$ cat src/rtl/core/eds_fifo.sv
// Result queue: two writes and one registered-array read per cycle.
// Generic over width; depth must be a power of two.
`timescale 1ns / 1ps
`default_nettype none

module eds_fifo #(
   parameter int WIDTH = 8,
   parameter int DEPTH = 8
) (
   input  wire logic                       clock,
   input  wire logic                       reset,
   input  wire logic                       push_lo,
   input  wire logic                       push_hi,
   input  wire logic [WIDTH-1:0]           wr_lo,
   input  wire logic [WIDTH-1:0]           wr_hi,
   input  wire logic                       pop,
   output logic      [WIDTH-1:0]           rd_data,
   output logic      [$clog2(DEPTH+1)-1:0] count
);

   localparam int PTR_W = $clog2(DEPTH);
   localparam int CNT_W = $clog2(DEPTH+1);

   logic [WIDTH-1:0] mem_ff [DEPTH];
   logic [PTR_W-1:0] wr_ptr_ff, rd_ptr_ff;
   logic [CNT_W-1:0] count_ff;
   logic [PTR_W-1:0] wr_ptr_hi;

   assign wr_ptr_hi = wr_ptr_ff + PTR_W'(1);

   always_ff @(posedge clock) begin
      if (reset) begin
         wr_ptr_ff <= '0;
         rd_ptr_ff <= '0;
         count_ff  <= '0;
      end else begin
         wr_ptr_ff <= wr_ptr_ff + PTR_W'(push_lo) + PTR_W'(push_hi);
         rd_ptr_ff <= rd_ptr_ff + PTR_W'(pop);
         count_ff  <= count_ff + CNT_W'(push_lo) + CNT_W'(push_hi) - CNT_W'(pop);
      end
   end

   always_ff @(posedge clock) begin
      if (push_lo) begin
         mem_ff[wr_ptr_ff] <= wr_lo;
      end
      if (push_hi) begin
         mem_ff[wr_ptr_hi] <= wr_hi;
      end
   end

   assign rd_data = mem_ff[rd_ptr_ff];
   assign count   = count_ff;

endmodule

`default_nettype wire

$ cat config.mk
export PLATFORM = sky130hd
export DESIGN_NAME = eds_fifo
export DESIGN_NICKNAME = d
export VERILOG_FILES = /design/src/rtl/core/eds_fifo.sv
export SDC_FILE = /design/constraint.sdc
export NUM_CORES = 1
export LEC_CHECK = 0
export BUFFER_PORTS_ARGS = -buffer_cell sky130_fd_sc_hd__clkbuf_2
export CAP_MARGIN = 20
export CORE_MARGIN = 2
export CORE_UTILIZATION = 50
export DETAILED_ROUTE_END_ITERATION = 10
export PLACE_DENSITY = 0.73
export SLEW_MARGIN = 5
export SYNTH_ARGS = -nofsm -noshare
export SYNTH_HDL_FRONTEND = slang
export SYNTH_SLANG_ARGS = --single-unit
export TNS_END_PERCENT = 5
$ cat constraint.sdc
create_clock -name clock -period 2.71 [get_ports clock]
set_input_delay 0.542 -clock clock [delete_from_list [all_inputs] [get_ports clock]]
set_output_delay 0.542 -clock clock [all_outputs]
set_load 0.05 [all_outputs]
==> results.md, run 1 <==
* Initial antenna violation count at 0
* Gr usage total at 0.206
* Comb pwr share at 0.262
* Net Sw Frac at 0.301
* Clk sinks at 74
* RR Endpoint: mem_ff[7][3]
* Setup CP Type: reg2out
* Max Root-Sink Buffers at 2
* ANT nets after route at 0
* Power share of the clock group at 0.287
* Core region area at 0.00733 sq mm
* Crit start category: flop
* Post-route DRC at 0
* CP endpoint: rd_data[5]
* Die H at just over 90 microns
* Port buffer count at 32
* Starting Density at 0.520
* Fmax at 398 MHz
* Reg2reg path depth at 4
* Cts hold-fix bufs at 0
* CTS tree: done
* Syn. warnings at 0
* Crit-path max FO at 16
* Setup Buffers After CTS at 0
* Worst slew pin tran at between 1000 and 1500 ps
* Commonest non-fill, non-tap cell in the layout: mux2_2
* Pin count of the biggest net entering global routing at 18
* Peak VDD IR at 439 uV
* Syn Area/Cell at around 16 sq um
* Async set or reset register ratio after synthesis at 0
* Finished Core Util at 0.598
* Switching power total at just under 1 mW
* Worst-path clk slew at ~80 ps
* Worst hold path class: in2reg
* First-pass GRT wire length at ~13000 microns
* H-tree depth at 3
* Drt first pass iters at 4
* Post-Syn Area at approximately 0.0038 sq mm
* Number of fill cells at 546
* Clock root buffer master: clkbuf_8
* Pleak at ~1.5 nW
* Post-DP HPWL at approximately 5200 microns
* RSZ-0062 raised after global routing: false
* EDFF count, synth at 64
* CP Capture Type: output pin
* Critical Path Start: rd_ptr_ff[0]
* Routability congestion estimate at 0.828
* Worst rel slew slack at 0.235
* Layout area overhead at 15.0%
* Seq pwr share at 0.452
* Fraction of layout cells with a size suffix above 1 at 0.542
* Via density at 5.60
* Setup_tns at 0 ps
* Final hold violation count at 0
* Power per Cell Area at around 730 mW/mm^2
* Detailed-route wire length per cell at roughly 20 microns
* Final Cycle Share at 0.926
* Most frequent cells in the layout: mux2_2, edfxtp_1, clkbuf_2
* Crit path arrival time at between 1500 and 2000 ps
* Final setup margin at 200 ps
* Final worst clock skew at between 3 and 4 ps
* Max-Cap Viols at 0
* DIE WIDTH at ~91 microns
* RR Startpoint: wr_ptr_ff[1]
* Setup violators final at 0
* Post-synthesis cell count at 233
* Total gr overflow at 0
* Die footprint at ~0.0083 sq mm
* DR vias at 2167
* Final Net Count at about 310
* Worst path required time at 2170 ps
* Internal power at between 2 and 2.5 mW
* Fin Hold WS at slightly above 500 ps
* Final Max Slew Viols at 0
* Row Count at 31
* Ant diodes at 0
* Status: finished clean
* Vias in the first global route at approximately 2300
* Sequential cell area fraction in the yosys report at 0.556
* Post-synth top flop: edfxtp_1
* Post-CTS Resized at 0
* DRT iter0 DRCs at roughly 140
* Post-synth cell types at 32
* Reg2reg setup slack at roughly 460 ps
* # IOs at 33
* Worst slack at placement at approximately 500 ps
* Drt total wl at 7850 microns
* Minimum clock period at roughly 2500 ps
* Skew-Pair Late Insertion Delay at ~340 ps
* Net Count, Synth at about 260
* CTS Buf Count at 9
* #FFs+latches synth at 74
[power by group through the flow]
stage	clock [mW]	sequential, mW	combinational, mW
floorplan	0	1.52	0.565
global placement	0	1.47	0.826
detailed placement	0	1.47	0.844
CTS	0.927	1.45	0.849
global route	0.963	1.46	0.916
finish	0.917	1.44	0.837
[state kept, by name, indices dropped and copies added, names as in the netlist]
signal / cells
rd_ptr_ff: 3
wr_ptr_ff: 3
mem_ff: 64
count: 4
[routing by layer]
metal / share of wire / GRT usage / routed length, microns / vias up
met5: 0 / 0 / 0 / -
met2: 0.49 / 0.322 / 3840 / 59
li1: - / - / - / 1016
met3: 0.042 / 0.0373 / 329 / 11
met4: 0.018 / 0.0821 / 142 / 0
met1: 0.45 / 0.285 / 3540 / 1081
[through the flow]
stage | instance area [sq um] | total power [mW] | cells
global route | 4390 | 3.34 | 387
floorplan | 3810 | 2.08 | 233
detailed placement | 4180 | 2.32 | 371
global placement | 4180 | 2.29 | 371
finish | 4390 | 3.20 | 387
CTS | 4390 | 3.22 | 387
[synthesized netlist by cell type, types with 2 or more instances]
cell type | instances | area (sq um)
dfxtp_1 | 10 | 200
mux4_2 | 16 | 360
nand2_1 | 5 | 18.8
a21oi_1 | 2 | 10.0
nor2b_1 | 5 | 31.3
nor2_1 | 4 | 15.0
nand3_1 | 3 | 15.0
ha_1 | 7 | 87.6
nand2b_1 | 3 | 18.8
clkbuf_1 | 3 | 11.3
inv_1 | 8 | 30.0
edfxtp_1 | 64 | 1920
nor2_2 | 4 | 25.0
xnor2_1 | 4 | 35.0
buf_2 | 2 | 10.0
o22ai_1 | 4 | 25.0
mux2_2 | 72 | 811
fa_1 | 3 | 60.1
[logic make-up (layout without fill, tap and decap cells)]
family	Yosys count	count (layout)	share of synthesized area
xor gates and xnor gates	6	6	0.0177
adders and majority gates	10	10	0.0387
muxes	88	88	0.307
buffers and inverters	15	70	0.0174
DFF	74	74	0.556
and+or+nand+nor	30	30	0.0463
AOI/OAI and AO/OA	10	10	0.0164
[layout make-up]
type / count / area [sq um] / area share
Multi-Input combinational cell: 144 / 1630 / 0.371
Inverter: 8 / 30.0 / 0.00685
Clock inverter: 7 / 83.8 / 0.0191
Timing Repair Buffer: 46 / 278 / 0.0633
Clock buffer: 9 / 124 / 0.0282
Sequential cell: 74 / 2120 / 0.484
Tap cell: 99 / 124 / 0.0282
[worst min-delay path by stage]
stage                 start      endpoint  slack (ps)  cells past startpoint
2_1_floorplan  rd_ptr_ff[0]  rd_ptr_ff[0]         540                      2
6_report              reset  wr_ptr_ff[0]         520                      2
4_1_cts               reset  wr_ptr_ff[0]         510                      2
3_3_place_gp       count[3]      count[3]         580                      3
5_1_grt               reset      count[0]         560                      2
3_5_place_dp       count[3]      count[3]         620                      3
[critical path: stages (launching register included)]
cell and delay [ps]:
dfxtp_1 390, buf_12 200, mux4_2 520, mux2_2 280
clkbuf_2 240
Power figures use the tool's default switching activity.
==> run 2, diff against run 1 <==
Settings changed: PLACE_DENSITY 0.73 to 0.75.
Clock period 2.71 ns to 2.25 ns, I/O delays scaled along.
==> run 2 against run 1 <==
  * The run now ends with setup timing left
  * Critical path depth unchanged
  * Clock power decreased by 5.9%
  * Largest cell class unchanged
  * Register-to-register slack got worse by 150 ps
  * Critical endpoint is now rd_data[2]
==> results.md, run 2 (synthesized netlist as in run 1, its figures left out) <==
* Status: finished with violations
* Failing checks: setup timing
* CTS tree: done
* Internal power at 2.62 mW (+17%)
* Worst-path clk slew at 70 ps (about the same)
* Pin count of the biggest net entering global routing at 18 (unchanged)
* Final hold violation count at 0 (unchanged)
* Drt total wl at 8320 microns (+5.9%)
* Row Count at 31 (unchanged)
* Via density at 5.64 (+0.67%)
* CP Capture Type: output pin
* Seq pwr share at 0.456 (+0.004)
* Setup_tns at -453 ps (-453 ps)
* Vias in the first global route at 2344 (+2.2%)
* CTS Buf Count at 9 (unchanged)
* Comb pwr share at 0.317 (+0.055)
* Power share of the clock group at 0.227 (-0.060)
* Worst path required time at 1800 ps (-370 ps)
* Fin Hold WS at 426 ps (-93.8 ps)
* Largest register FFs at 64 (unchanged)
* Final Cycle Share at 1.03
* Layout area overhead at 20.6%
* Net Sw Frac at 0.311 (+0.00988)
* Die footprint at 0.00834 sq mm (unchanged)
* # IOs at 33 (unchanged)
* Dpl cells at 389 (+4.9%)
* DR vias at 2283 (+5.4%)
* Clock root buffer master: clkbuf_8
* Ant diodes at 0 (unchanged)
* Total gr overflow at 0 (unchanged)
* Core region area at 0.00733 sq mm (unchanged)
* Max-Cap Viols at 0 (unchanged)
* Initial antenna violation count at 0 (unchanged)
* Worst hold path class: in2reg
* Cts hold-fix bufs at 0 (unchanged)
* Detailed-route wire length per cell at 20.5 microns (+1.2%)
* DIE WIDTH at 91.3 microns (unchanged)
* Fmax at 431 MHz
* Routability congestion estimate at 0.769 (-7.2%)
* Fraction of layout cells with a size suffix above 1 at 0.572 (+0.0302)
* Drt first pass iters at 4 (unchanged)
* Worst slew pin tran at 425 ps (-721 ps)
* DRT iter0 DRCs at 123 (-15%)
* Setup violators final at 8 (+8)
* Finished Core Util at 0.628 (+0.0292)
* Skew-Pair Late Insertion Delay at 350 ps (about the same)
* Gr usage total at 0.218 (+0.0124)
* Crit path arrival time at 1870 ps (-100 ps)
* Most frequent cells in the layout: mux2_2, edfxtp_1, buf_4
* Setup CP Type: reg2out
* Pleak at 1.67 nW (+8.1%)
* Power per Cell Area at 826 mW/mm^2 (+13%)
* Commonest non-fill, non-tap cell in the layout: mux2_2
* Crit start category: flop
* Setup Buffers After CTS at 0 (unchanged)
* First-pass GRT wire length at 13200 microns (+4.3%)
* Starting Density at 0.520 (unchanged)
* Minimum clock period at roughly 2300 ps
* Worst rel slew slack at 0.715 (+0.481)
* Port buffer count at 32 (unchanged)
* ANT nets after route at 0 (unchanged)
* Final Net Count at 333 (+6.1%)
* Crit-path max FO at 8 (-8)
* Final worst clock skew at 7.90 ps (+4.14 ps)
* Switching power total at 1.18 mW (+23%)
* Die H at 91.3 microns (unchanged)
* RSZ-0062 raised after global routing: true
* Non-Filler Instances at 405 (+4.7%)
* Final Max Slew Viols at 0 (unchanged)
* Post-DP HPWL at 5530 microns (+6.5%)
* H-tree depth at 3 (unchanged)
* Most flops, register: mem_ff
* Clk sinks at 74 (unchanged)
* Max Root-Sink Buffers at 2 (unchanged)
* Post-route DRC at 0 (unchanged)
* Peak VDD IR at 349 uV (-21%)
* Final setup margin at -67.5 ps (-268 ps)
==> run 2: area by class of cell <==
type | count | area, sq um
fillers | 555 | 2730
flip-flops and latches | 74 | 2130
multi-input cells | 144 | 1650
repair buffers | 65 | 520
clock buffers | 12 | 135
well taps | 99 | 124
inverters | 8 | 30.0
clock inverters | 3 | 17.5
==> run 2: metal layers <==
layer,GRT usage,routed length [microns],vias up
li1,-,-,1054
met2,0.343,4050,45
met4,0.0884,129,0
met5,0,0,-
met1,0.305,3880,1174
met3,0.0349,257,10
==> run 2: per-stage QoR <==
stage	worst slack [ps]	instance area [sq um]	total power [mW]
floorplan	47.6	3810	2.51
global placement	189	4310	2.82
detailed placement	148	4310	2.85
CTS	-106	4590	3.79
global route	-120	4600	3.96
finish	-67.5	4600	3.80
==> run 2: final timing paths <==
check	start	end	slack [ps]	depth (start not counted)
max	rd_ptr_ff[0]	rd_data[2]	-70	4
min	reset	wr_ptr_ff[0]	430	2
max reg2reg	wr_ptr_ff[0]	mem_ff[1][1]	310	5
min reg2reg	count[3]	count[3]	620	3
==> run 2: what timing repair did <==
| action | CTS | global route |
|---|---|---|
| resized for setup | 24 | 9 |
| gates cloned | 1 | 0 |
| setup endpoints to repair | 8 | 8 |
==> run 2: worst max-delay path, stage by stage (launching register included) <==
cell and delay, ps:
dfxtp_4 410, buf_12 150, mux4_2 520, mux2_4 290
buf_8 150
==> run 2: power groups by stage <==
stage	Sequential, mW	Combinational [mW]	Clock [mW]
final	1.73	1.20	0.863
after global routing	1.75	1.28	0.929
after floorplan	1.83	0.681	0
after detailed placement	1.76	1.09	0
after CTS	1.74	1.18	0.873
after global placement	1.75	1.07	0
