--- config.mk ---
export PLATFORM = sky130hd
export DESIGN_NAME = eds_min
export DESIGN_NICKNAME = d
export VERILOG_FILES = /design/src/rtl/core/eds_min.sv
export SDC_FILE = /design/constraint.sdc
export NUM_CORES = 1
export LEC_CHECK = 0
export ABC_CLOCK_PERIOD_IN_PS = 10450
export BUFFER_PORTS_ARGS = -buffer_cell sky130_fd_sc_hd__buf_2
export CAP_MARGIN = 20
export CORE_AREA = 2 2 244 246
export DETAILED_ROUTE_END_ITERATION = 8
export DIE_AREA = 0 0 246 248
export PLACE_DENSITY = 0.56
export SYNTH_ARGS = -nofsm -noshare
export SYNTH_HDL_FRONTEND = slang
export SYNTH_SLANG_ARGS = --single-unit
--- constraint.sdc ---
create_clock -name vclk -period 10.45
set_clock_uncertainty 0.1 [all_clocks]
set_input_delay 0 -clock vclk [all_inputs]
set_output_delay 0 -clock vclk [all_outputs]
set_load 0.02 [all_outputs]
--- src/rtl/core/eds_min.sv ---
// Earliest deadline over all channels: balanced compare tree.
// Depends on nothing but its parameters.
`timescale 1ns / 1ps
`default_nettype none

module eds_min #(
   parameter int NUM_CHANNELS = 9,
   parameter int TIME_BITS    = 63
) (
   input  wire logic [TIME_BITS-1:0] deadline [NUM_CHANNELS],
   output logic      [TIME_BITS-1:0] earliest
);

   localparam int LEVELS = $clog2(NUM_CHANNELS);
   localparam int LEAVES = 1 << LEVELS;

   logic [TIME_BITS-1:0] node [LEVELS+1][LEAVES];

   always_comb begin
      for (int l = 0; l <= LEVELS; l++) begin
         for (int i = 0; i < LEAVES; i++) begin
            node[l][i] = '1;
         end
      end
      for (int i = 0; i < NUM_CHANNELS; i++) begin
         node[0][i] = deadline[i];
      end
      for (int l = 0; l < LEVELS; l++) begin
         for (int i = 0; i < (LEAVES >> (l + 1)); i++) begin
            node[l+1][i] = (node[l][2*i] < node[l][2*i+1]) ? node[l][2*i] : node[l][2*i+1];
         end
      end
   end

   assign earliest = node[LEVELS][0];

endmodule

`default_nettype wire

==> results of run 1 <==
area by class of cell:
cell class,count,share of cell area
Tap cell,773,0.0317
Multi-Input combinational cell,1984,0.614
Antenna cell,5,0.000410
Timing Repair Buffer,1312,0.306
Inverter,385,0.0478
synthesized netlist by cell type (all sizes together), types with 3 or more instances:
cell	instances	area [um2]
nand4	86	538
o21a	64	480
nor2b	34	213
or4	4	30.0
xnor2	5	43.8
nand3	22	110
a21o	91	683
a2111oi	8	83.8
nand2	226	851
o41ai	3	26.3
o21bai	4	30.0
a22oi	3	22.5
nor4	14	93.8
mux2	182	2280
inv	385	1450
nor3	21	110
clkbuf	46	173
a221oi	12	111
buf	25	155
o221ai	5	43.8
nor2	110	413
nand2b	23	144
o211ai	10	88.8
maj3	4	41.3
a21oi	225	1130
and4	6	52.6
ha	485	6070
o2111ai	4	35.0
o211a	4	40.0
mux2i	134	1340
o31ai	3	22.5
o21ai	147	736
a31oi	3	18.8
o31a	3	26.3
a211oi	9	72.6
and3	5	31.3
power groups by stage:
stage                     registers (uW)  logic, uW  clock network (uW)
after CTS                              0       4570                   0
after global routing                   0       5460           0.0000513
after detailed placement               0       4270                   0
final                                  0       5080           0.0000642
after floorplan                        0       2510                   0
after global placement                 0       4260                   0
layer usage:
layer,vias up,part of all wire
met4,6,0.022
met3,94,0.051
li1,11200,-
met1,10200,0.42
met5,-,0.00047
met2,611,0.50
worst max-delay path: cells and delay by family:
kind / cells / cell delay (ns)
simple gates: 16 / 3.35
buf+inv: 18 / 2.75
compound gates: 13 / 2.51
fa+ha+maj: 4 / 1.11
mux: 3 / 0.75
final timing paths:
kind	start	endpoint	slack, ns	cells past startpoint
max	deadline[430]	earliest[38]	-0.24	54
min	deadline[51]	earliest[51]	0.23	3
stage by stage:
stage,total power (uW),hold slack (ns)
floorplan,2510,0.0594
global placement,4260,0.261
detailed placement,4270,0.263
CTS,4570,0.260
global route,5460,0.241
finish,5080,0.229
timing repair:
item,in CTS,in global routing
gates resized for setup,149,491
endpoints found under the hold margin,0,0
setup buffers,30,41
pin swaps,39,160
gates cloned,9,6
setup endpoints to repair,63,63
hold buffers,0,0
cells by family (layout without fill, tap and decap cells):
group | Yosys count | after routing
AOI/OAI and AO/OA | 615 | 615
xor gates and xnor gates | 5 | 5
adders and majority gates | 489 | 489
buffers and inverters | 456 | 1697
muxes | 316 | 316
other | 0 | 5
and+or+nand+nor | 558 | 559
==> results.cfg, run 1 <==
[outcome]
outcome = finished, violations left
violations = setup timing

[power]
p_sw_uw = 2420
pwr-share-seq = 0
cellLeakagePower_uw = 0.0164
power.internal_uw = 2660
p_clk_frac = 0
swShare = 0.477
powerDensity_nw_per_um2 = 166
pwr-share-comb = 1.000
ir_drop_v = 0.000331

[layout]
final_cells = 4459
fin_nets = 4735
nFlopsAndLatches = 0
nFillCells = 5605
final_area_um2 = 30500
finish.utilization = 0.522
layout-drive-gt1-share = 0.504
n_clock_buffer = 0
area_delta_synth_final_pct = 69.6
regArea_um2 = 0
final_common_cell = buf_4
most-common-layout-cells = buf_4, buf_2, ha_1
multi_input_area_um2 = 18700

[synth]
yosys.area_share.simple = 0.147
synth_warnings = 0
synthXorXnorAreaFrac = 0.00243
synth_nets = 3491
synth_top_family_by_area = adder cells
ys_seq_area_frac = 0
syn_area_um2 = 18000
netlist_instances = 2439
synth.avg_cell_area_um2 = 7.38
ys_types = 71
muxShareOfSynthArea = 0.201
synth_compound_area_frac = 0.212
synthAdderAreaFrac = 0.339

[global_routing]
grt_max_degree = 50
grtUsageMet1 = 0.317
gr-total-overflow = 0
use_met2 = 0.464
antenna_found_initial = 8
first_global_vias = 21000
grt_pass1_wl_mm = 118
track_usage = 0.252
top_usage_layer = met2
grt.met3_usage = 0.0236

[placed_design]
portBuffers = 630
post_dp_cell_area_um2 = 26600
hpwl_mm = 73.3
place_congestion = 0.959
placed_cells = 4382
pre_cts_ws_ns = -1.45

[floorplanning]
fp.coreArea_um2 = 58500
fp-row-count = 89
die_w_um = 246
die_h_um = 248
io_pins = 630
die-area_um2 = 61000
initial_utilization = 0.308

[critical_path]
path_class = in -> out
start_kind = primary input
max_stage_delay_ns = 0.58
worstPathRequired_ns = 10.35
cp_slowest_cell = or4_4
crit_fanout = 25
crit_path_end_kind = output port
crit_arrival_ns = 10.59
cp_common_cell = buf_12

[timing]
hold_violations = 0
slew_headroom = 0.541
slew_viol_final = 0
final.setup.tns_ns = -12.92
period_needed_ns = 10.69
setup_slack_ns = -0.236
fmax_mhz = 93.6
rsz0062_at_grt = true
worstMarginPinSlew_ns = 0.687
finalSetupViolations = 63
period_share = 1.02

[route]
drt_iter0_drc = 1135
drc = 0
postRouteAntennaNets = 0
wl_mm = 85.3
vias = 22200
vias_per_cell = 4.97
dr.pass1.iters = 5
wl_per_cell_um = 19.1

[min_path]
hold_path.class = in -> out

[job]
drv_cap = 0
Power figures use the tool's default switching activity.
==> run 2, diff against run 1 <==
--- a/config.mk
+++ b/config.mk
@@ -8,10 +8,11 @@
 export ABC_CLOCK_PERIOD_IN_PS = 10450
 export BUFFER_PORTS_ARGS = -buffer_cell sky130_fd_sc_hd__buf_2
 export CAP_MARGIN = 20
-export CORE_AREA = 2 2 244 246
+export CELL_PAD_IN_SITES_DETAIL_PLACEMENT = 1
+export CELL_PAD_IN_SITES_GLOBAL_PLACEMENT = 2
+export CORE_UTILIZATION = 26
 export DETAILED_ROUTE_END_ITERATION = 8
-export DIE_AREA = 0 0 246 248
-export PLACE_DENSITY = 0.56
+export PLACE_DENSITY = 0.81
 export SYNTH_ARGS = -nofsm -noshare
 export SYNTH_HDL_FRONTEND = slang
 export SYNTH_SLANG_ARGS = --single-unit
==> run 2 against run 1 <==
The run still ends with setup timing left; via count up 5.0%; critical path type unchanged; setup slack got worse by 0.36 ns; fmax is 3.3% lower; flip-flop and latch count unchanged; largest cell class unchanged; highest routed layer unchanged.
==> results.cfg, run 2 (synthesis results as in run 1) <==
[timing]
setup_slack_ns = -0.597
worstMarginPinSlew_ns = 0.669
fin_hold_ws_ns = 0.237
slew_headroom = 0.541
fmax_mhz = 90.5
finalSetupViolations = 63
hold_violations = 0
period_needed_ns = 11.05
period_share = 1.06
slew_viol_final = 0
rsz0062_at_grt = true

[floorplanning]
die_w_um = 265
die-area_um2 = 70300
initial_utilization = 0.262
fp.coreArea_um2 = 68600
fp-row-count = 96
die_h_um = 265
io_pins = 630

[critical_path]
crit_fanout = 15
crit_arrival_ns = 10.95
cp_slowest_cell = or4_4
crit_path_end_kind = output port
max_stage_delay_ns = 0.54
start_kind = primary input
worstPathRequired_ns = 10.35
path_class = in -> out

[route]
postRouteAntennaNets = 0
drc = 0
drt_iter0_drc = 740
vias = 23300
wl_mm = 97.7
wl_met3_mm = 3.02
vias_per_cell = 4.91
dr.pass1.iters = 7
met1Wirelength_mm = 39.4
top_layer_used = met5
route.met2.wl_mm = 51.9
wl_per_cell_um = 20.6

[global_routing]
grt_max_degree = 33
antenna_found_initial = 12
gr-total-overflow = 0
first_global_vias = 25200
grt_pass1_wl_mm = 142
track_usage = 0.261

[job]
drv_cap = 0

[power]
powerDensity_nw_per_um2 = 175
cellLeakagePower_uw = 0.0170
ir_drop_v = 0.000262

[placed_design]
pre_cts_ws_ns = -2.28
post_dp_cell_area_um2 = 27400
place_congestion = 0.905
hpwl_mm = 81.5
portBuffers = 630
placed_cells = 4620

[outcome]
violations = setup timing
outcome = finished, violations left

[clocking]
hold_buffers = 0

[layout]
final_common_cell = buf_4
fin_nets = 4850
most-common-layout-cells = buf_4, buf_2, ha_1
area_delta_synth_final_pct = 73.7
final_area_um2 = 31300
finish.utilization = 0.456
nFlopsAndLatches = 0
final_cells = 4737
regArea_um2 = 0
n_clock_buffer = 0
layout-drive-gt1-share = 0.492

[min_path]
hold_path.class = in -> out
run 2: power breakdown:
part           leakage [uW]  switching [uW]  internal (uW)
logic                0.0170            2590           2890
clock network  0.0000000634               0       0.000128
registers                 0               0              0
run 2: cell type report:
class	instances	area, um2
fillers	8444	37300
well taps	931	1160
inverters	385	1460
multi-input cells	1984	18100
diodes	10	25.0
repair buffers	1427	10500
run 2: critical path, delay by kind of cell:
family          cells  cell delay [ns]
buf+inv            15             2.34
simple gates       15             2.66
mux                 3             0.99
fa+ha+maj           4             1.19
compound gates     20             3.68
run 2: through the flow:
step | power, uW | TNS (ns)
2_1_floorplan | 2510 | 0
3_3_place_gp | 4330 | -121.57
3_5_place_dp | 4390 | -140.50
4_1_cts | 5020 | -24.05
5_1_grt | 5860 | -71.21
6_report | 5480 | -35.07
run 2: timing repair:
action                                  CTS  global route
setup buffers                            70            20
endpoints found under the setup margin   63            63
resized for setup                       400           165
cloned                                   15             4
pin swaps                               129            51
run 2: final timing paths:
check                     start           end  slack, ns  cells after the start
setup / recovery  deadline[440]  earliest[41]      -0.60                     57
hold / removal     deadline[17]  earliest[17]       0.24                      3
run 2: metal layers:
| metal | up-vias | GRT usage |
|---|---|---|
| met3 | 170 | 0.0160 |
| met4 | 10 | 0.0786 |
| met5 | - | 0 |
| met2 | 541 | 0.510 |
| met1 | 11100 | 0.299 |
| li1 | 11500 | - |
==> run 3, diff against run 2 <==
--- a/config.mk
+++ b/config.mk
@@ -12,7 +12,7 @@
 export CELL_PAD_IN_SITES_GLOBAL_PLACEMENT = 2
 export CORE_UTILIZATION = 26
 export DETAILED_ROUTE_END_ITERATION = 8
-export PLACE_DENSITY = 0.81
+export PLACE_DENSITY_LB_ADDON = 0.15
 export SYNTH_ARGS = -nofsm -noshare
 export SYNTH_HDL_FRONTEND = slang
 export SYNTH_SLANG_ARGS = --single-unit
==> run 3 against run 2 <==
The flow still finishes with violations (setup timing); non-clock buffer count down 39; critical path depth up 3; design area down 1.3%; combinational power down 4.0%; hold slack worse by 0.0023 ns.
==> results.cfg, run 3 (synthesis results as in run 1) <==
[global_routing]
first_global_vias = 25600
track_usage = 0.265
grtUsageMet1 = 0.304
top_usage_layer = met2
antenna_found_initial = 7
use_met2 = 0.528
gr-total-overflow = 0
grt_max_degree = 38
grt.met3_usage = 0.0100
grt_pass1_wl_mm = 144

[layout]
nFlopsAndLatches = 0
layout-drive-gt1-share = 0.499
n_clock_buffer = 0
nFillCells = 8466
most-common-layout-cells = buf_4, buf_2, ha_1
regArea_um2 = 0
final_common_cell = buf_4
area_delta_synth_final_pct = 71.5
fin_nets = 4812

[floorplanning]
die_w_um = 265
fp-row-count = 96
fp.coreArea_um2 = 68600
die_h_um = 265
die-area_um2 = 70300
io_pins = 630
initial_utilization = 0.262

[timing]
period_share = 1.05
setup_slack_ns = -0.486
fmax_mhz = 91.4
slew_viol_final = 0
final.setup.tns_ns = -27.90
rsz0062_at_grt = true
worstMarginPinSlew_ns = 0.580
finalSetupViolations = 63
period_needed_ns = 10.94
slew_headroom = 0.611
fin_hold_ws_ns = 0.235
hold_violations = 0

[critical_path]
max_stage_delay_ns = 0.55
path_class = in -> out
worstPathRequired_ns = 10.35
start_kind = primary input
crit_arrival_ns = 10.84
crit_fanout = 26
crit_path_end_kind = output port
cp_slowest_cell = or4_4

[outcome]
outcome = finished, violations left
violations = setup timing

[clocking]
hold_buffers = 0

[placed_design]
portBuffers = 630
place_congestion = 0.921
pre_cts_ws_ns = -2.09
hpwl_mm = 86.3

[route]
wl_mm = 98.0
drc = 0
wl_per_cell_um = 20.9
drt_iter0_drc = 672
postRouteAntennaNets = 0
vias_per_cell = 4.93
vias = 23100
dr.pass1.iters = 5

[power]
powerDensity_nw_per_um2 = 170
cellLeakagePower_uw = 0.0167
ir_drop_v = 0.000222
finalPower_uw = 5260

[min_path]
hold_path.class = in -> out
min_path_cells = 3

[job]
drv_cap = 0
[run 3: critical path: cells and delay by family]
| kind | cells | cell delay (ns) |
|---|---|---|
| AND/OR/NAND/NOR | 24 | 3.84 |
| AO/OA/AOI/OAI | 17 | 3.22 |
| buffers and inverters | 12 | 1.64 |
| adder cells (fa/ha/maj) | 4 | 1.12 |
| multiplexers | 3 | 0.94 |
[run 3: final cells by class]
cell class         count  area [um2]  share of cell area
multi-input cells   1985       18600               0.601
diodes                 6        15.0            0.000486
repair buffers      1388        9670               0.313
well taps            931        1160              0.0377
inverters            385        1450              0.0469
[run 3: per-stage QoR]
step           area [um2]  instances   util
6_report            30900       4695  0.450
5_1_grt             30900       4693  0.450
4_1_cts             29600       4663  0.432
3_5_place_dp        27300       4607  0.398
3_3_place_gp        27300       4607  0.398
2_1_floorplan       18000       2439      -
[run 3: worst paths after layout]
kind / start / end / slack, ns
setup / recovery: deadline[111] / earliest[6] / -0.49
hold / removal: deadline[61] / earliest[61] / 0.23
[run 3: timing repair]
item,4_1_cts,5_1_grt
gates resized for setup,380,195
setup buffers,51,29
endpoints found under the setup margin,63,63
pin swaps,136,78
cloned,9,3
[run 3: where the power goes]
group,internal [uW],leakage (uW),switching [uW]
Sequential,0,0,0
Clock,0.0000768,0.0000000380,0
Combinational,2730,0.0167,2520
[run 3: routing by layer]
layer | vias to the layer above | part of all wire
li1 | 11400 | -
met1 | 11200 | 0.41
met2 | 461 | 0.54
met3 | 121 | 0.022
met4 | 0 | 0.029
met5 | - | 0
